`src/mdcf_pkg.sv`:
```
// ----------------------------------------------------------------------------
// mdcf_pkg
// Shared types and constants for the motor duty command block with failsafe.
// ----------------------------------------------------------------------------
package mdcf_pkg;

	localparam int          NUM_CH      = 4;
	localparam int          HOLD_LEN    = 3;
	localparam int          DUTY_W      = 8;
	localparam int          IDLE_W      = 16;
	localparam logic [7:0]  START_BYTE  = 8'hD1;
	localparam logic [15:0] TIMEOUT_RST = 16'd3;

	typedef enum logic [1:0] {
		REQ_BYTE  = 2'd0,
		REQ_ERROR = 2'd1,
		REQ_TICK  = 2'd2
	} req_type_t;

	typedef logic [NUM_CH-1:0][DUTY_W-1:0] duty_vec_t;

	typedef struct packed {
		logic      applied;
		duty_vec_t duty;
	} frame_evt_t;

endpackage

```
`src/mdcf_frame_rx.sv`:
```
// ----------------------------------------------------------------------------
// mdcf_frame_rx
// Frame receiver: hunts for the start byte, collects duty bytes and flags the
// item that completes a frame together with the four new duty values.
// ----------------------------------------------------------------------------
module mdcf_frame_rx (
	input  logic                clk,
	input  logic                arst_n,
	input  logic                advance,
	input  logic [1:0]          req,
	input  logic [7:0]          rx_byte,
	output mdcf_pkg::frame_evt_t evt
);
	import mdcf_pkg::*;

	logic             in_frame_q;
	logic [1:0]       count_q;
	logic [7:0]       hold_q [HOLD_LEN];
	logic             last_byte;
	logic             is_byte;
	logic             is_error;

	localparam logic [1:0] LAST_CNT = 2'(HOLD_LEN);

	assign is_byte   = (req == REQ_BYTE);
	assign is_error  = (req == REQ_ERROR);
	assign last_byte = in_frame_q && (count_q == LAST_CNT);

	always_comb begin
		evt.applied = advance && is_byte && last_byte;
		evt.duty[0] = hold_q[0];
		evt.duty[1] = hold_q[1];
		evt.duty[2] = hold_q[2];
		evt.duty[3] = rx_byte;
	end

	always_ff @(posedge clk or negedge arst_n) begin
		if (!arst_n) begin
			in_frame_q <= 1'b0;
			count_q    <= '0;
		end else if (advance) begin
			if (is_error) begin
				in_frame_q <= 1'b0;
				count_q    <= '0;
			end else if (is_byte) begin
				if (!in_frame_q) begin
					if (rx_byte == START_BYTE) begin
						in_frame_q <= 1'b1;
						count_q    <= '0;
					end
				end else if (last_byte) begin
					in_frame_q <= 1'b0;
					count_q    <= '0;
				end else begin
					count_q <= count_q + 2'd1;
				end
			end
		end
	end

	always_ff @(posedge clk) begin
		if (advance && is_byte && in_frame_q && !last_byte) begin
			hold_q[count_q] <= rx_byte;
		end
	end

endmodule

```
`src/motor_duty_command_failsafe.sv`:
```
// An accepted item passes from the input register into the result registers.
// Throughput: one item per cycle; the input register and the duty/status
// result registers form a two-entry pipeline that stalls only on out_stall.
// Reset (arst_n low): duties zero, failsafe off, idle count zero, timeout 3,
// no frame in progress, no item held.
// ----------------------------------------------------------------------------
// motor_duty_command_failsafe
// Serial duty frames load four motor duties; idle timer periods trigger a
// failsafe ramp-down of every nonzero duty.
// ----------------------------------------------------------------------------
module motor_duty_command_failsafe (
	input  logic        clk,
	input  logic        arst_n,
	input  logic        cfg_wr_en,
	input  logic [15:0] cfg_wr_data,
	input  logic        in_valid,
	output logic        in_stall,
	input  logic [1:0]  req_type,
	input  logic [7:0]  rx_byte,
	output logic        out_valid,
	input  logic        out_stall,
	output logic [7:0]  duty_ch1,
	output logic [7:0]  duty_ch2,
	output logic [7:0]  duty_ch3,
	output logic [7:0]  duty_ch4,
	output logic        failsafe_active,
	output logic        frame_applied
);
	import mdcf_pkg::*;

	logic              valid_s1;
	logic [1:0]        req_s1;
	logic [7:0]        byte_s1;
	logic              accept;
	logic              advance;

	logic [15:0]       timeout_q;
	duty_vec_t         duty_q;
	duty_vec_t         duty_d;
	logic              fs_q;
	logic              fs_d;
	logic [IDLE_W-1:0] idle_q;
	logic [IDLE_W-1:0] idle_d;
	logic [IDLE_W-1:0] idle_inc;
	logic              applied_q;
	logic              out_valid_q;
	frame_evt_t        evt;

	assign advance  = valid_s1 && (!out_valid_q || !out_stall);
	assign in_stall = valid_s1 && !advance;
	assign accept   = in_valid && !in_stall;

	always_ff @(posedge clk or negedge arst_n) begin
		if (!arst_n) begin
			valid_s1 <= 1'b0;
		end else if (accept) begin
			valid_s1 <= 1'b1;
		end else if (advance) begin
			valid_s1 <= 1'b0;
		end
	end

	always_ff @(posedge clk) begin
		if (accept) begin
			req_s1  <= req_type;
			byte_s1 <= rx_byte;
		end
	end

	always_ff @(posedge clk or negedge arst_n) begin
		if (!arst_n) begin
			timeout_q <= TIMEOUT_RST;
		end else if (cfg_wr_en) begin
			timeout_q <= cfg_wr_data;
		end
	end

	mdcf_frame_rx u_frame_rx (
		.clk     (clk),
		.arst_n  (arst_n),
		.advance (advance),
		.req     (req_s1),
		.rx_byte (byte_s1),
		.evt     (evt)
	);

	assign idle_inc = idle_q + 16'd1;

	always_comb begin
		duty_d = duty_q;
		fs_d   = fs_q;
		idle_d = idle_q;
		if (evt.applied) begin
			duty_d = evt.duty;
			fs_d   = 1'b0;
			idle_d = '0;
		end else if (req_s1 == REQ_TICK) begin
			if (idle_inc >= timeout_q) begin
				fs_d   = 1'b1;
				idle_d = '0;
			end else begin
				idle_d = idle_inc;
			end
			if (fs_d) begin
				for (int i = 0; i < NUM_CH; i++) begin
					if (duty_q[i] != '0) begin
						duty_d[i] = duty_q[i] - 8'd1;
					end
				end
			end
		end
	end

	always_ff @(posedge clk or negedge arst_n) begin
		if (!arst_n) begin
			duty_q      <= '0;
			fs_q        <= 1'b0;
			idle_q      <= '0;
			out_valid_q <= 1'b0;
		end else begin
			if (advance) begin
				duty_q <= duty_d;
				fs_q   <= fs_d;
				idle_q <= idle_d;
			end
			if (advance) begin
				out_valid_q <= 1'b1;
			end else if (!out_stall) begin
				out_valid_q <= 1'b0;
			end
		end
	end

	always_ff @(posedge clk) begin
		if (advance) begin
			applied_q <= evt.applied;
		end
	end

	assign out_valid       = out_valid_q;
	assign duty_ch1        = duty_q[0];
	assign duty_ch2        = duty_q[1];
	assign duty_ch3        = duty_q[2];
	assign duty_ch4        = duty_q[3];
	assign failsafe_active = fs_q;
	assign frame_applied   = applied_q;

`ifndef SYNTHESIS
	a_applied_clears_fs: assert property (@(posedge clk) disable iff (!arst_n)
		(out_valid_q && applied_q) |-> !fs_q)
		else $error("frame result still shows failsafe");

	a_stall_only_when_held: assert property (@(posedge clk) disable iff (!arst_n)
		in_stall |-> (valid_s1 && out_valid_q && out_stall))
		else $error("input stalled without a held item");

	a_fs_rise_clears_idle: assert property (@(posedge clk) disable iff (!arst_n)
		$rose(fs_q) |-> (idle_q == '0))
		else $error("failsafe entry left idle count nonzero");
`endif

endmodule
```
`config.mk`:
```
export PLATFORM = sky130hd
export DESIGN_NAME = motor_duty_command_failsafe
export DESIGN_NICKNAME = d
export VERILOG_FILES = /design/src/mdcf_pkg.sv /design/src/mdcf_frame_rx.sv /design/src/motor_duty_command_failsafe.sv
export SDC_FILE = /design/constraint.sdc
export NUM_CORES = 1
export LEC_CHECK = 0
export ABC_AREA = 1
export BUFFER_PORTS_ARGS = -buffer_cell sky130_fd_sc_hd__buf_2
export CAP_MARGIN = 20
export CELL_PAD_IN_SITES_DETAIL_PLACEMENT = 1
export CELL_PAD_IN_SITES_GLOBAL_PLACEMENT = 1
export CORE_MARGIN = 2
export CORE_UTILIZATION = 25
export CTS_BUF_LIST = sky130_fd_sc_hd__clkbuf_8 sky130_fd_sc_hd__clkbuf_16
export CTS_CLUSTER_DIAMETER = 60
export DETAILED_ROUTE_END_ITERATION = 8
export GPL_ROUTABILITY_DRIVEN = 1
export MAX_ROUTING_LAYER = met4
export PLACE_DENSITY_LB_ADDON = 0.1
export SLEW_MARGIN = 40
export SYNTH_ARGS = -nofsm -noshare
export SYNTH_HDL_FRONTEND = slang
export SYNTH_SLANG_ARGS = --single-unit
```
`constraint.sdc`:
```
create_clock -name clk -period 3.75 [get_ports clk]
set_input_delay 0.375 -clock clk [delete_from_list [all_inputs] [get_ports clk]]
set_output_delay 0.375 -clock clk [all_outputs]
set_load 0.02 [all_outputs]
```
Word level (Yosys, flattened, before mapping)
Memories as Yosys holds them, arrays and structs flattened.
Index checks and enable logic that the tools add are counted.
- $add $sub $neg: 6
- reduce and logical (&&, ||, !) cells: 35
- magnitude comparators: 1
- eq/ne operators: 5
- muxes and demuxes: 31
- operators with widths (operator ; number):
    32-bit two-way mux ; 3
    16-bit two-way mux ; 3
    8-bit two-way mux ; 4
    8-bit nonzero test ; 4
    8-bit by 1-bit subtractor with 8-bit output, second input constant ; 4
    16-bit by 1-bit adder with 16-bit output, second input constant ; 1
    16-bit greater-or-equal comparator ; 1
    1-bit two-way mux ; 16
    4-bit AND reduction ; 4
    2-bit nonzero test ; 8
    2-bit two-way mux ; 5
    8-bit == test, second input constant ; 1
    1-bit logical AND ; 8
    1-bit logical NOT ; 5
    2-bit == test, second input constant ; 2
    2-bit AND reduction ; 2
    3-bit AND reduction ; 1
    3-bit nonzero test ; 1
    2-bit by 1-bit adder with 2-bit output, second input constant ; 1
    2-bit by 1-bit == test with 1-bit output, second input constant ; 1
    2-bit logical NOT ; 1
    2-bit by 1-bit != test with 1-bit output, second input constant ; 1
    1-bit logical OR ; 1
- register bits after elaboration: 81
- memories kept: 1
- bits in writable memories: 24
- bits of input ports: 31
- memories (name ; words ; width ; read ports ; clocked after Yosys merged registers in ; wr ports ; RTL line ; source):
    u_frame_rx.hold_q ; 3 ; 8 ; 3 ; 0 ; 1 ; mdcf_frame_rx.sv:18 ; logic [7:0] hold_q [HOLD_LEN];

Longest topological paths before layout
Gate-level depths: netlist of run 1.
- depth in word-level cells: 9
- depth in mapped cells: 17

By module
From an unflattened synthesis of run 1, not the netlist that was laid out.
- cell total of the unflattened synthesis: 704
- area total of the unflattened synthesis: 5865.6 µm²
- by module, submodules not included (module ; sequential area each (µm²) ; area each (µm²) ; instances ; cells each):
    motor_duty_command_failsafe ; 2009.4 ; 4773.3 ; 1 ; 622
    mdcf_frame_rx ; 795.8 ; 1092.3 ; 1 ; 82

Worst setup path after synthesis of run 1
No wires, ideal clock.
- path type: flip-flop to flip-flop
- start: register idle_q[3]
- end: register duty_q (netlist bit duty_ch4[2])
- arrival time: 2.370 ns
- path slack: 1.263 ns
- setup time: 0.118 ns
- stages on the path, launching flop included: 16
- cells stage by stage: dfrtp_1 > inv_1 > nor3_1 > nand2_1 > nor2_1 > nand2_1 > xor2_1 > inv_1 > ha_1 > a21oi_1 > a21oi_1 > nor2_1 > nand4_4 > buf_4 > nand3_1 > nand2_1
- word-level cells in the longest chain between the ends: 7
- ends and longest elaborated chain (what ; RTL line ; source):
    from (decl) ; motor_duty_command_failsafe.sv:42 ; logic [IDLE_W-1:0] idle_q;
    from (signal assigned) ; motor_duty_command_failsafe.sv:124 ; idle_q <= idle_d;
    16-bit by 1-bit adder with 16-bit output ; motor_duty_command_failsafe.sv:87 ; assign idle_inc = idle_q + 16'd1;
    16-bit greater-or-equal comparator ; motor_duty_command_failsafe.sv:98 ; if (idle_inc >= timeout_q) begin
    1-bit two-way mux ; motor_duty_command_failsafe.sv:98 ;
    1-bit two-way mux ; motor_duty_command_failsafe.sv:97 ; end else if (req_s1 == REQ_TICK) begin
    1-bit two-way mux ; motor_duty_command_failsafe.sv:93 ; if (evt.applied) begin
    2-bit nonzero test (no source line) ; n/a ;
    4-bit AND reduction (no source line) ; n/a ;
    to (signal assigned) ; motor_duty_command_failsafe.sv:122 ; duty_q <= duty_d;
    to (decl) ; motor_duty_command_failsafe.sv:38 ; duty_vec_t duty_q;
Every way passes these cells. The select of a mux whose other input is x is not followed.
A chain may end at the register's enable or synchronous reset.

Final worst setup path of run 1
- start: register idle_q[3]
- end: register duty_q (netlist bit duty_ch1[6])
The elaborated chain is that of the path after synthesis.

==> results of run 1 <==
-- cells in the mapped netlist --
master,count
sky130_fd_sc_hd__nor4_1,1
sky130_fd_sc_hd__xor2_1,14
sky130_fd_sc_hd__nor3_1,5
sky130_fd_sc_hd__edfxtp_1,35
sky130_fd_sc_hd__dfstp_2,2
sky130_fd_sc_hd__nand4_4,1
sky130_fd_sc_hd__nand4_1,7
sky130_fd_sc_hd__buf_2,2
sky130_fd_sc_hd__nor2_8,1
sky130_fd_sc_hd__dfrtp_1,68
sky130_fd_sc_hd__nand2_1,215
sky130_fd_sc_hd__o211ai_4,1
sky130_fd_sc_hd__nor2_1,51
sky130_fd_sc_hd__o21ai_2,7
sky130_fd_sc_hd__nand2_8,1
sky130_fd_sc_hd__a31oi_4,3
sky130_fd_sc_hd__xnor2_1,17
sky130_fd_sc_hd__nand3_1,49
sky130_fd_sc_hd__inv_4,1
sky130_fd_sc_hd__a21oi_1,7
sky130_fd_sc_hd__inv_1,78
sky130_fd_sc_hd__nand2_4,1
sky130_fd_sc_hd__inv_2,5
sky130_fd_sc_hd__a31o_2,1
sky130_fd_sc_hd__o21ai_0,49
sky130_fd_sc_hd__buf_4,6
sky130_fd_sc_hd__nand2_2,4
sky130_fd_sc_hd__mux2_2,1
sky130_fd_sc_hd__ha_1,25
sky130_fd_sc_hd__nor2_4,1
sky130_fd_sc_hd__clkbuf_1,4
sky130_fd_sc_hd__a21oi_4,2
sky130_fd_sc_hd__buf_6,1
-- cells in the final DEF, fill, tap and decap left out, types with 3 or more instances in the layout --
cell type,count
sky130_fd_sc_hd__nand4_1,7
sky130_fd_sc_hd__xor2_1,14
sky130_fd_sc_hd__nand2_1,215
sky130_fd_sc_hd__buf_2,65
sky130_fd_sc_hd__clkbuf_16,9
sky130_fd_sc_hd__o21ai_0,49
sky130_fd_sc_hd__nor3_1,5
sky130_fd_sc_hd__buf_4,3
sky130_fd_sc_hd__dfrtp_1,68
sky130_fd_sc_hd__nand3_1,49
sky130_fd_sc_hd__xnor2_1,17
sky130_fd_sc_hd__o21ai_2,7
sky130_fd_sc_hd__nand2_2,3
sky130_fd_sc_hd__inv_2,5
sky130_fd_sc_hd__inv_1,78
sky130_fd_sc_hd__a21oi_1,7
sky130_fd_sc_hd__ha_1,25
sky130_fd_sc_hd__a31oi_4,3
sky130_fd_sc_hd__nor2_1,51
sky130_fd_sc_hd__edfxtp_1,35
-- state kept, by name, summed over array words and instances, names as in the netlist --
register               count
valid_s1                   1
duty_ch4                   8
failsafe_active            1
req_s1                     2
duty_ch1                   8
duty_ch3                   8
u_frame_rx.in_frame_q      1
u_frame_rx.hold_q         24
out_valid                  1
idle_q                    16
duty_ch2                   8
u_frame_rx.count_q         2
frame_applied              1
byte_s1                    8
timeout_q                 16
-- per-layer routing --
metal	GRT usage	vias up	wire, um
li1	-	2261	-
met1	0.196	2150	8010
met2	0.211	57	6700
met3	0.0201	13	461
met4	0.0450	0	227
met5	-	-	0
-- worst paths after layout --
check / start / endpoint / slack, ns
max reg2reg: idle_q[3] / duty_ch1[6] / 0.40
min: arst_n / timeout_q[4] / 0.03
max in group asynchronous: arst_n / timeout_q[14] / 3.23
min reg2reg: valid_s1 / out_valid / 0.48
max: idle_q[3] / duty_ch1[6] / 0.40
min in group clk: req_type[1] / req_s1[1] / 0.18
-- kinds of logic after synthesis --
logic type / after synthesis / synth area share
XOR/XNOR: 31 / 0.0477
flip-flops: 105 / 0.493
multiplexers: 1 / 0.00198
adder cells (fa/ha/maj): 25 / 0.0549
AO/OA/AOI/OAI: 70 / 0.0822
buffers and inverters: 97 / 0.0701
AND/OR/NAND/NOR: 337 / 0.251
-- repair_timing --
action	4_1_cts	5_1_grt
gates resized for setup	0	1
setup endpoints to repair	0	4
setup buffers	0	0
-- metrics by stage --
stage	hold WS [ns]	utilization	setup WS, ns	std cells
3_3_place_gp	0.461	0.281	0.378	1007
5_1_grt	0.104	0.295	-0.0112	1023
3_5_place_dp	0.466	0.281	0.318	1007
6_report	0.0335	0.295	0.405	1023
4_1_cts	0.0738	0.295	0.268	1023
2_1_floorplan	0.0794	-	1.26	666
-- cell type report --
type | count | share of cell area
flip-flops and latches | 105 | 0.423
multi-input cells | 464 | 0.376
inverters | 84 | 0.0479
clock inverters | 5 | 0.00698
repair buffers | 69 | 0.0541
clock buffers | 11 | 0.0381
well taps | 285 | 0.0538
-- where the power goes --
| part | switching, mW | internal [mW] |
|---|---|---|
| sequential | 0.0721 | 1.26 |
| clock | 0.482 | 0.500 |
| combinational | 0.298 | 0.168 |
==> tab_implementation.tex, run 1 <==
\begin{tabular}{lr}
\hline
Metric & Value \\
\hline
\multicolumn{2}{l}{\textbf{Timing}} \\
Unrepaired setup endpoints after global routing & yes \\
Skew final & 0.00740 ns \\
Setup-failing EPs final & 0 \\
Final Hold Viols & 0 \\
Max-Slew Margin vs Limit & 0.498 \\
Time the worst path needs with I/O delays and setup & 3.35 ns \\
Sum of negative setup slack & 0 ns \\
Share of the clock period used by the worst path & 0.892 \\
Max Transition Viols Final & 0 \\
Maximum operating frequency & 0.299 GHz \\
Actual slew at the worst max-slew pin & 0.751 ns \\
\multicolumn{2}{l}{\textbf{Floorplan}} \\
Die span in y & 155 um \\
Floorplan die width & 155 um \\
I/O pin cnt & 67 \\
\# rows & 55 \\
Core Region & 0.0225 mm2 \\
Die Footprint & 0.0240 mm2 \\
Starting Density & 0.253 \\
\multicolumn{2}{l}{\textbf{Layout}} \\
Final design instance area without fill & 0.00663 mm2 \\
FF/Latch Area & 0.00281 mm2 \\
Fin nets & 789 \\
Area growth from synthesis to final layout & 16.5\% \\
Count of inserted antenna diode cells & 0 \\
Layout cell share with drive strength beyond 1 & 0.159 \\
Multi-input combinational cell area & 0.00250 mm2 \\
Number of filler cells placed in the layout & 2,668 \\
\multicolumn{2}{l}{\textbf{Synth}} \\
Cell Area, Synth & 0.00570 mm2 \\
Yosys synthesis warning count & 0 \\
Post-Synthesis Mean Instance Area & 8.55 um2 \\
\#FFs+latches synth & 105 \\
Top post-synthesis cells by area & sky130\_fd\_sc\_hd\_\_dfrtp\_1 (30\%), sky130\_fd\_sc\_hd\_\_edfxtp\_1 (18\%), sky130\_fd\_sc\_hd\_\_nand2\_1 (14\%) \\
Cell type with the highest aggregate area in the netlist & sky130\_fd\_sc\_hd\_\_dfrtp\_1 \\
Seq/Total Area, Yosys & 0.493 \\
Post-synthesis instance total & 666 \\
Share of Yosys cell area claimed by the top area cell type & 0.299 \\
Synthesized Nets & 722 \\
Count of unique library cells instantiated by Yosys & 33 \\
\multicolumn{2}{l}{\textbf{Route}} \\
Routed wire length & 15.4 mm \\
Mean number of vias per cell & 4.38 \\
DRC violation count after routing & 0 \\
Number of detailed-routing iterations run before antenna repair & 4 \\
DRT antenna net count & 0 \\
Vias after detailed routing & 4,481 \\
Number of design-rule violations left by the first detailed-router iteration & 198 \\
Average detailed-routed wire length per instance & 15.1 um \\
\multicolumn{2}{l}{\textbf{Setup path}} \\
Top cell family by delay on the critical path & simple AND/OR/NAND/NOR gates \\
Startpoint types & flop \\
Critical path's largest stage delay & 0.48 ns \\
Kind of critical path & reg2reg \\
Worst Setup End Kind & flop \\
Critical path fanouts, max & 31 \\
Crit path top cell by count & sky130\_fd\_sc\_hd\_\_nand2\_1 \\
Arrival time worst endpoint & 3.65 ns \\
Required time of the critical path & 4.06 ns \\
Cell count of the worst reg-to-reg path & 15 \\
Worst path buffer plus inverter count & 2 \\
Number of stages on the worst setup path & 15 \\
Ordered cell list for the critical path & inv\_1 -> nor3\_1 -> nand2\_1 -> nor2\_1 -> nand2\_1 -> xor2\_1 -> inv\_1 -> ha\_1 -> a21oi\_1 -> a21oi\_1 -> nor2\_1 -> nand4\_4 -> nand2\_2 -> nand2\_1 -> nand2\_1 \\
Cell at the slowest stage of the critical path & sky130\_fd\_sc\_hd\_\_nand4\_4 \\
\multicolumn{2}{l}{\textbf{Outcome}} \\
Result of the run & complete, no violations \\
\multicolumn{2}{l}{\textbf{CTS}} \\
CTS root buf & sky130\_fd\_sc\_hd\_\_clkbuf\_16 \\
Clk slew on worst S/H paths & 0.08 ns \\
\# clock sinks & 105 \\
Number of buffers created by CTS & 9 \\
Insertion delay to the later sink of the worst-skew pair & 0.36 ns \\
Deepest clock path buffer count & 2 \\
CTS tree & done \\
Post-cts hold buffer count & 0 \\
Level count of the clock H-tree & 3 \\
\multicolumn{2}{l}{\textbf{Pwr}} \\
Total design power & 2.78 mW \\
Maximum ir drop on the vdd rail & 0.217 mV \\
Power density cells & 420 mW/mm2 \\
Static leakage & 3.30 nW \\
\multicolumn{2}{l}{\textbf{Placement}} \\
Number of buffers inserted by port buffering & 66 \\
Standard cell area after detailed placement & 0.00633 mm2 \\
RePlAce Congestion & 0.743 \\
Post-DP HPWL & 11.3 mm \\
\multicolumn{2}{l}{\textbf{GRT}} \\
GRT Overall Usage & 0.141 \\
Global-route wire length before repair & 25.6 mm \\
Initial antenna violation count & 0 \\
Vias in the first global route & 4,816 \\
Total congestion overflow & 0 \\
Largest net degree at the start of global routing & 71 \\
\multicolumn{2}{l}{\textbf{Run}} \\
Total of max-cap violations & 0 \\
\multicolumn{2}{l}{\textbf{Min path}} \\
Hold Path Class & in2async \\
\hline
\end{tabular}
Power figures use the tool's default switching activity.
==> run 2: changes to the inputs <==
CORE_UTILIZATION = 48   (was 25)
GPL_TIMING_DRIVEN = 0   (was unset)
==> tab_implementation.tex, run 2 (synthesis results as in run 1) <==
\begin{tabular}{lr}
\hline
Metric & Value \\
\hline
\multicolumn{2}{l}{\textbf{Floorplan}} \\
I/O pin cnt & 67 \\
Floorplan die width & 113 um \\
Starting Density & 0.495 \\
Core Region & 0.0115 mm2 \\
Die span in y & 113 um \\
\# rows & 39 \\
Die Footprint & 0.0128 mm2 \\
\multicolumn{2}{l}{\textbf{Min path}} \\
Number of instances on the worst hold path & 1 \\
WHS Endpoint & byte\_s1[7] \\
Source of the worst hold timing path & rx\_byte[7] \\
Hold Path Class & in2reg \\
\multicolumn{2}{l}{\textbf{Timing}} \\
Skew final & 0.00969 ns \\
Time the worst path needs with I/O delays and setup & 3.08 ns \\
Final Hold Viols & 0 \\
Sum of negative setup slack & 0 ns \\
Maximum operating frequency & 0.325 GHz \\
Hold slack final & 0.197 ns \\
Actual slew at the worst max-slew pin & 0.737 ns \\
Unrepaired setup endpoints after global routing & no \\
Max-Slew Margin vs Limit & 0.507 \\
Share of the clock period used by the worst path & 0.822 \\
Max Transition Viols Final & 0 \\
Setup-failing EPs final & 0 \\
\multicolumn{2}{l}{\textbf{Layout}} \\
Core utilization of the finished layout & 0.565 \\
Most common cell after layout, fill and taps aside & sky130\_fd\_sc\_hd\_\_nand2\_1 \\
Number of filler cells placed in the layout & 1,420 \\
Fin nets & 801 \\
Multi-input combinational cell area & 0.00249 mm2 \\
Layout cell share with drive strength beyond 1 & 0.163 \\
Commonest cells after routing, fill and taps aside & sky130\_fd\_sc\_hd\_\_nand2\_1 (215), sky130\_fd\_sc\_hd\_\_inv\_1 (79), sky130\_fd\_sc\_hd\_\_dfrtp\_1 (68), sky130\_fd\_sc\_hd\_\_buf\_2 (67), sky130\_fd\_sc\_hd\_\_nor2\_1 (51) \\
Max FFs per register & 24 \\
Regs by FF count & u\_frame\_rx.hold\_q: 24 flops, idle\_q: 16 flops, timeout\_q: 16 flops \\
Most flop-heavy register & u\_frame\_rx.hold\_q \\
Area growth from synthesis to final layout & 14.3\% \\
FF/Latch Area & 0.00281 mm2 \\
Count of inserted antenna diode cells & 0 \\
\multicolumn{2}{l}{\textbf{CTS}} \\
Deepest clock path buffer count & 2 \\
CTS tree & done \\
Number of buffers created by CTS & 9 \\
Insertion delay to the later sink of the worst-skew pair & 0.35 ns \\
CTS root buf & sky130\_fd\_sc\_hd\_\_clkbuf\_16 \\
Post-cts hold buffer count & 1 \\
Post-CTS Resized & 0 \\
Level count of the clock H-tree & 3 \\
\# clock sinks & 105 \\
Buffers inserted by post-CTS timing repair & 0 \\
Clk slew on worst S/H paths & 0.07 ns \\
\multicolumn{2}{l}{\textbf{Pwr}} \\
Power density cells & 417 mW/mm2 \\
Static leakage & 3.31 nW \\
Maximum ir drop on the vdd rail & 0.213 mV \\
\multicolumn{2}{l}{\textbf{Outcome}} \\
Result of the run & finished with violations \\
Failing checks & design-rule violations \\
\multicolumn{2}{l}{\textbf{Setup path}} \\
Critical path fanouts, max & 10 \\
Startpoint types & flop \\
Ordered cell list for the critical path & nand3\_1 -> inv\_1 -> nand2\_1 -> nor2\_1 -> nand3\_1 -> xnor2\_1 -> ha\_1 -> a21oi\_1 -> o21ai\_0 -> nor2\_1 -> nand2\_1 -> nor2\_4 -> inv\_2 -> o21ai\_2 \\
Cell count of the worst reg-to-reg path & 14 \\
Worst setup slack for register-to-register paths & 0.67 ns \\
RR Endpoint & idle\_q[11] \\
Reg2Reg Launch Point & idle\_q[0] \\
Critical path's largest stage delay & 0.48 ns \\
Required time of the critical path & 4.03 ns \\
Arrival time worst endpoint & 3.36 ns \\
Cell at the slowest stage of the critical path & sky130\_fd\_sc\_hd\_\_dfrtp\_1 \\
Worst Setup End Kind & flop \\
Kind of critical path & reg2reg \\
\multicolumn{2}{l}{\textbf{GRT}} \\
Largest net degree at the start of global routing & 45 \\
Global-route wire length before repair & 25.6 mm \\
Total congestion overflow & 0 \\
Vias in the first global route & 5,142 \\
GRT Overall Usage & 0.263 \\
Initial antenna violation count & 0 \\
\multicolumn{2}{l}{\textbf{Route}} \\
Mean number of vias per cell & 5.27 \\
Average detailed-routed wire length per instance & 17.3 um \\
Vias after detailed routing & 4,704 \\
Number of design-rule violations left by the first detailed-router iteration & 213 \\
DRC violation count after routing & 3 \\
DRT antenna net count & 0 \\
Number of detailed-routing iterations run before antenna repair & 6 \\
Routed wire length & 15.4 mm \\
\multicolumn{2}{l}{\textbf{Placement}} \\
RePlAce Congestion & 0.845 \\
Number of buffers inserted by port buffering & 66 \\
Post-DP HPWL & 11.5 mm \\
\multicolumn{2}{l}{\textbf{Run}} \\
Total of max-cap violations & 0 \\
\hline
\end{tabular}
[run 2: per-layer routing]
metal	part of all wire	wire length (um)	GRT usage
met1	0.45	6960	0.349
met4	0.012	185	0.0756
met3	0.050	777	0.0300
met5	0	0	-
met2	0.49	7480	0.430
[run 2: critical path: cells and delay by family, from the launching register on]
kind | cells | cell delay, ns
compound gates | 3 | 0.39
xor+xnor | 1 | 0.27
fa+ha+maj | 1 | 0.32
buf+inv | 2 | 0.26
flops | 1 | 0.48
simple gates | 7 | 1.27
[run 2: power breakdown]
group / switching, mW / internal, mW / total (mW)
logic: 0.329 / 0.176 / 0.505
clock network: 0.431 / 0.444 / 0.874
registers: 0.0751 / 1.26 / 1.34
[run 2: through the flow]
| stage | std cells | power (mW) | cell area, um2 | setup slack, ns |
|---|---|---|---|---|
| finish | 892 | 2.72 | 6510 | 0.668 |
| CTS | 892 | 2.73 | 6510 | 0.680 |
| floorplan | 666 | 1.67 | 5700 | 1.26 |
| detailed placement | 876 | 1.86 | 6240 | 0.678 |
| global placement | 875 | 1.81 | 6200 | 0.757 |
| global route | 892 | 2.85 | 6510 | 0.348 |
[run 2: worst max-delay path by stage]
stage,from,endpoint,slack (ns),depth (start not counted)
2_1_floorplan,idle_q[3],duty_ch4[2],1.26,15
6_report,idle_q[0],idle_q[11],0.67,14
4_1_cts,idle_q[0],idle_q[11],0.68,17
3_5_place_dp,idle_q[0],idle_q[11],0.68,17
3_3_place_gp,idle_q[0],idle_q[0],0.76,17
5_1_grt,idle_q[0],idle_q[10],0.35,14
[run 2: area by class of cell]
cell class | count | share of cell area
Buffer | 13 | 0.0125
Clock inverter | 6 | 0.00576
Multi-Input combinational cell | 464 | 0.383
Clock buffer | 9 | 0.0346
Inverter | 84 | 0.0488
Sequential cell | 105 | 0.431
Tap cell | 143 | 0.0275
Timing Repair Buffer | 68 | 0.0575
==> run 3: changes to the inputs <==
ABC_AREA = 0   (was 1)
CORE_UTILIZATION = 41   (was 48)
clock period = 2.8 ns   (was 3.75 ns; I/O delays follow)
==> tab_implementation.tex, run 3 <==
\begin{tabular}{lr}
\hline
Metric & Value \\
\hline
\multicolumn{2}{l}{\textbf{Timing}} \\
Maximum operating frequency & 0.311 GHz \\
Skew final & 0.00884 ns \\
Max-Slew Margin vs Limit & 0.504 \\
Final Hold Viols & 0 \\
Time the worst path needs with I/O delays and setup & 3.22 ns \\
Max Transition Viols Final & 0 \\
Unrepaired setup endpoints after global routing & yes \\
Setup-failing EPs final & 49 \\
Share of the clock period used by the worst path & 1.15 \\
Actual slew at the worst max-slew pin & 0.744 ns \\
Worst-case setup margin in the final layout & -0.420 ns \\
\multicolumn{2}{l}{\textbf{Floorplan}} \\
Die Footprint & 0.0148 mm2 \\
\# rows & 42 \\
Core Region & 0.0133 mm2 \\
I/O pin cnt & 67 \\
Starting Density & 0.425 \\
Die span in y & 122 um \\
Floorplan die width & 122 um \\
\multicolumn{2}{l}{\textbf{Setup path}} \\
Reg2Reg Launch Point & idle\_q[0] \\
Critical path's largest stage delay & 0.41 ns \\
Top cell family by delay on the critical path & simple AND/OR/NAND/NOR gates \\
Startpoint types & flop \\
Worst setup slack for register-to-register paths & -0.42 ns \\
Critical path fanouts, max & 7 \\
Ordered cell list for the critical path & and3\_4 -> nand4\_4 -> nor3\_4 -> nand3\_2 -> xnor2\_1 -> ha\_1 -> nand4\_1 -> nor3\_4 -> o311ai\_4 -> and4\_1 -> buf\_6 -> buf\_12 -> a221oi\_4 -> o22ai\_2 \\
Crit path top cell by count & sky130\_fd\_sc\_hd\_\_nor3\_4 \\
Cell at the slowest stage of the critical path & sky130\_fd\_sc\_hd\_\_dfrtp\_2 \\
Worst Setup End Kind & flop \\
RR Endpoint & duty\_ch3[5] \\
Cell count of the worst reg-to-reg path & 14 \\
Worst path buffer plus inverter count & 2 \\
Required time of the critical path & 3.04 ns \\
Arrival time worst endpoint & 3.46 ns \\
Kind of critical path & reg2reg \\
\multicolumn{2}{l}{\textbf{GRT}} \\
GRT Overall Usage & 0.264 \\
Largest net degree at the start of global routing & 54 \\
Initial antenna violation count & 0 \\
Global-route wire length before repair & 28.7 mm \\
Total congestion overflow & 0 \\
Vias in the first global route & 5,280 \\
\multicolumn{2}{l}{\textbf{Layout}} \\
Regs by FF count & u\_frame\_rx.hold\_q: 24 flops, idle\_q: 16 flops, timeout\_q: 16 flops \\
Fin nets & 723 \\
Number of filler cells placed in the layout & 1,505 \\
Layout cell share with drive strength beyond 1 & 0.275 \\
Commonest cells after routing, fill and taps aside & sky130\_fd\_sc\_hd\_\_buf\_2 (73), sky130\_fd\_sc\_hd\_\_dfrtp\_1 (65), sky130\_fd\_sc\_hd\_\_inv\_1 (41), sky130\_fd\_sc\_hd\_\_nand2\_1 (38), sky130\_fd\_sc\_hd\_\_edfxtp\_1 (35) \\
FF/Latch Area & 0.00281 mm2 \\
Max FFs per register & 24 \\
Area growth from synthesis to final layout & 25.4\% \\
Most flop-heavy register & u\_frame\_rx.hold\_q \\
Most common cell after layout, fill and taps aside & sky130\_fd\_sc\_hd\_\_buf\_2 \\
Multi-input combinational cell area & 0.00282 mm2 \\
Number of standard cells in the layout, taps in and fillers out & 848 \\
Count of inserted antenna diode cells & 0 \\
\multicolumn{2}{l}{\textbf{Route}} \\
Mean number of vias per cell & 5.92 \\
DRC violation count after routing & 0 \\
DRT antenna net count & 0 \\
Average detailed-routed wire length per instance & 21.7 um \\
Number of detailed-routing iterations run before antenna repair & 5 \\
Number of design-rule violations left by the first detailed-router iteration & 407 \\
Routed wire length & 18.4 mm \\
Vias after detailed routing & 5,020 \\
\multicolumn{2}{l}{\textbf{CTS}} \\
CTS root buf & sky130\_fd\_sc\_hd\_\_clkbuf\_16 \\
\# clock sinks & 105 \\
Number of buffers created by CTS & 9 \\
Level count of the clock H-tree & 3 \\
Insertion delay to the later sink of the worst-skew pair & 0.36 ns \\
Deepest clock path buffer count & 2 \\
Clk slew on worst S/H paths & 0.08 ns \\
CTS tree & done \\
\multicolumn{2}{l}{\textbf{Min path}} \\
Hold Path Class & in2reg \\
Source of the worst hold timing path & rx\_byte[3] \\
WHS Endpoint & byte\_s1[3] \\
Number of instances on the worst hold path & 1 \\
\multicolumn{2}{l}{\textbf{Synth}} \\
Count of unique library cells instantiated by Yosys & 67 \\
Most common flop cell mapped by yosys & sky130\_fd\_sc\_hd\_\_dfrtp\_1 \\
Cell Area, Synth & 0.00567 mm2 \\
Post-synthesis async set-or-reset flop share & 0.667 \\
Commonest cells in the synthesized netlist & sky130\_fd\_sc\_hd\_\_dfrtp\_1 (68), sky130\_fd\_sc\_hd\_\_inv\_1 (41), sky130\_fd\_sc\_hd\_\_a21oi\_1 (40), sky130\_fd\_sc\_hd\_\_nand2\_1 (40) \\
Post-synthesis instance total & 564 \\
Post-synth EDFFs & 35 \\
Seq/Total Area, Yosys & 0.495 \\
Top post-synthesis cells by area & sky130\_fd\_sc\_hd\_\_dfrtp\_1 (30\%), sky130\_fd\_sc\_hd\_\_edfxtp\_1 (19\%), sky130\_fd\_sc\_hd\_\_ha\_1 (5.5\%) \\
Post-Synthesis Mean Instance Area & 10.0 um2 \\
Share of Yosys cell area claimed by the top area cell type & 0.300 \\
Cell type with the highest aggregate area in the netlist & sky130\_fd\_sc\_hd\_\_dfrtp\_1 \\
Synthesized Nets & 620 \\
Yosys synthesis warning count & 0 \\
\#FFs+latches synth & 105 \\
Dominant cell by count in the synthesized netlist & sky130\_fd\_sc\_hd\_\_dfrtp\_1 \\
\multicolumn{2}{l}{\textbf{Run}} \\
Total of max-cap violations & 0 \\
\multicolumn{2}{l}{\textbf{Outcome}} \\
Result of the run & finished with violations \\
Failing checks & negative setup slack \\
\multicolumn{2}{l}{\textbf{Pwr}} \\
Power density cells & 482 mW/mm2 \\
Total design power & 3.43 mW \\
Maximum ir drop on the vdd rail & 0.395 mV \\
Static leakage & 3.00 nW \\
\multicolumn{2}{l}{\textbf{Placement}} \\
Placed instance count & 807 \\
Post-DP HPWL & 12.2 mm \\
Number of buffers inserted by port buffering & 66 \\
RePlAce Congestion & 0.887 \\
\hline
\end{tabular}
## run 3: cell count changes in the layout (fill, tap and decap cells not counted), sizes merged, moves of 13 or more
cell	change
buf	+34
nor2	-25
inv	-41
o21ai	-14
o22ai	+19
nand3	-39
a21oi	+31
nand2	-181
nor3	+21
a31oi	+20
or3	+17
and3	+13
## run 3: cells by family (layout without fill, tap and decap cells)
family,Yosys count,count (layout),share of synthesized area
xor+xnor,13,13,0.0201
flops,105,105,0.495
mux,5,5,0.00905
simple gates,169,170,0.165
fa+ha+maj,25,25,0.0552
buf+inv,74,181,0.0570
compound gates,173,173,0.199
## run 3: how the worst max path moves through the flow
stage / startpoint / end / slack [ns] / cells past startpoint
floorplan: idle_q[2] / duty_ch4[7] / -0.11 / 15
global placement: idle_q[0] / duty_ch3[1] / -0.65 / 14
detailed placement: idle_q[0] / duty_ch3[1] / -0.71 / 14
CTS: idle_q[0] / duty_ch4[7] / -0.52 / 15
global route: idle_q[1] / duty_ch3[5] / -0.55 / 14
finish: idle_q[0] / duty_ch3[5] / -0.42 / 14
## run 3: worst reg2reg max path, cell delays in order, from the launching register on
cell                       delay, ns
sky130_fd_sc_hd__dfrtp_2        0.41
sky130_fd_sc_hd__and3_4         0.23
sky130_fd_sc_hd__nand4_4        0.13
sky130_fd_sc_hd__nor3_4         0.24
sky130_fd_sc_hd__nand3_2        0.14
sky130_fd_sc_hd__xnor2_1        0.16
sky130_fd_sc_hd__ha_1           0.30
sky130_fd_sc_hd__nand4_1        0.17
sky130_fd_sc_hd__nor3_4         0.26
sky130_fd_sc_hd__o311ai_4       0.15
sky130_fd_sc_hd__and4_1         0.18
sky130_fd_sc_hd__buf_6          0.15
sky130_fd_sc_hd__buf_12         0.15
sky130_fd_sc_hd__a221oi_4       0.30
sky130_fd_sc_hd__o22ai_2        0.12
## run 3: routing by layer
layer / global-route usage / part of all wire / vias to the layer above
li1: - / - / 2308
met1: 0.365 / 0.47 / 2525
met2: 0.396 / 0.46 / 159
met3: 0.0454 / 0.054 / 28
met4: 0.0884 / 0.018 / 0
met5: - / 0 / -
## run 3: power breakdown
| part | switching, mW | total (mW) | leakage (nW) | internal [mW] |
|---|---|---|---|---|
| logic | 0.251 | 0.460 | 1.72 | 0.209 |
| registers | 0.0703 | 1.72 | 1.15 | 1.65 |
| clock network | 0.630 | 1.24 | 0.132 | 0.612 |
| total | 0.951 | 3.43 | 3.00 | 2.48 |
## run 3: area by class of cell
type | instances | area share
timing repair buffer | 93 | 0.0854
clock buffer | 9 | 0.0317
tap | 176 | 0.0310
multi-input combinational | 386 | 0.397
clock inverter | 7 | 0.00775
inverter | 42 | 0.0222
sequential | 105 | 0.395
buffer | 30 | 0.0292
## run 3: per-stage QoR
step	setup TNS (ns)	util	setup slack (ns)	cell area (um2)	hold WS [ns]
after global routing	-22.67	0.532	-0.552	7100	0.0864
after floorplan	-0.951	-	-0.113	5720	-0.0156
after global placement	-25.72	0.470	-0.651	6270	0.450
after CTS	-22.83	0.511	-0.524	6820	0.0889
after detailed placement	-28.26	0.472	-0.706	6300	0.132
final	-15.75	0.532	-0.420	7100	0.0914
## run 3: repair_timing
action | CTS | global route
setup buffers | 9 | 13
gates resized for setup | 26 | 36
setup endpoints to repair | 49 | 49
gates cloned | 3 | 1
pin swaps | 12 | 21
hold buffers | 1 | 0
hold endpoints to repair | 17 | 0
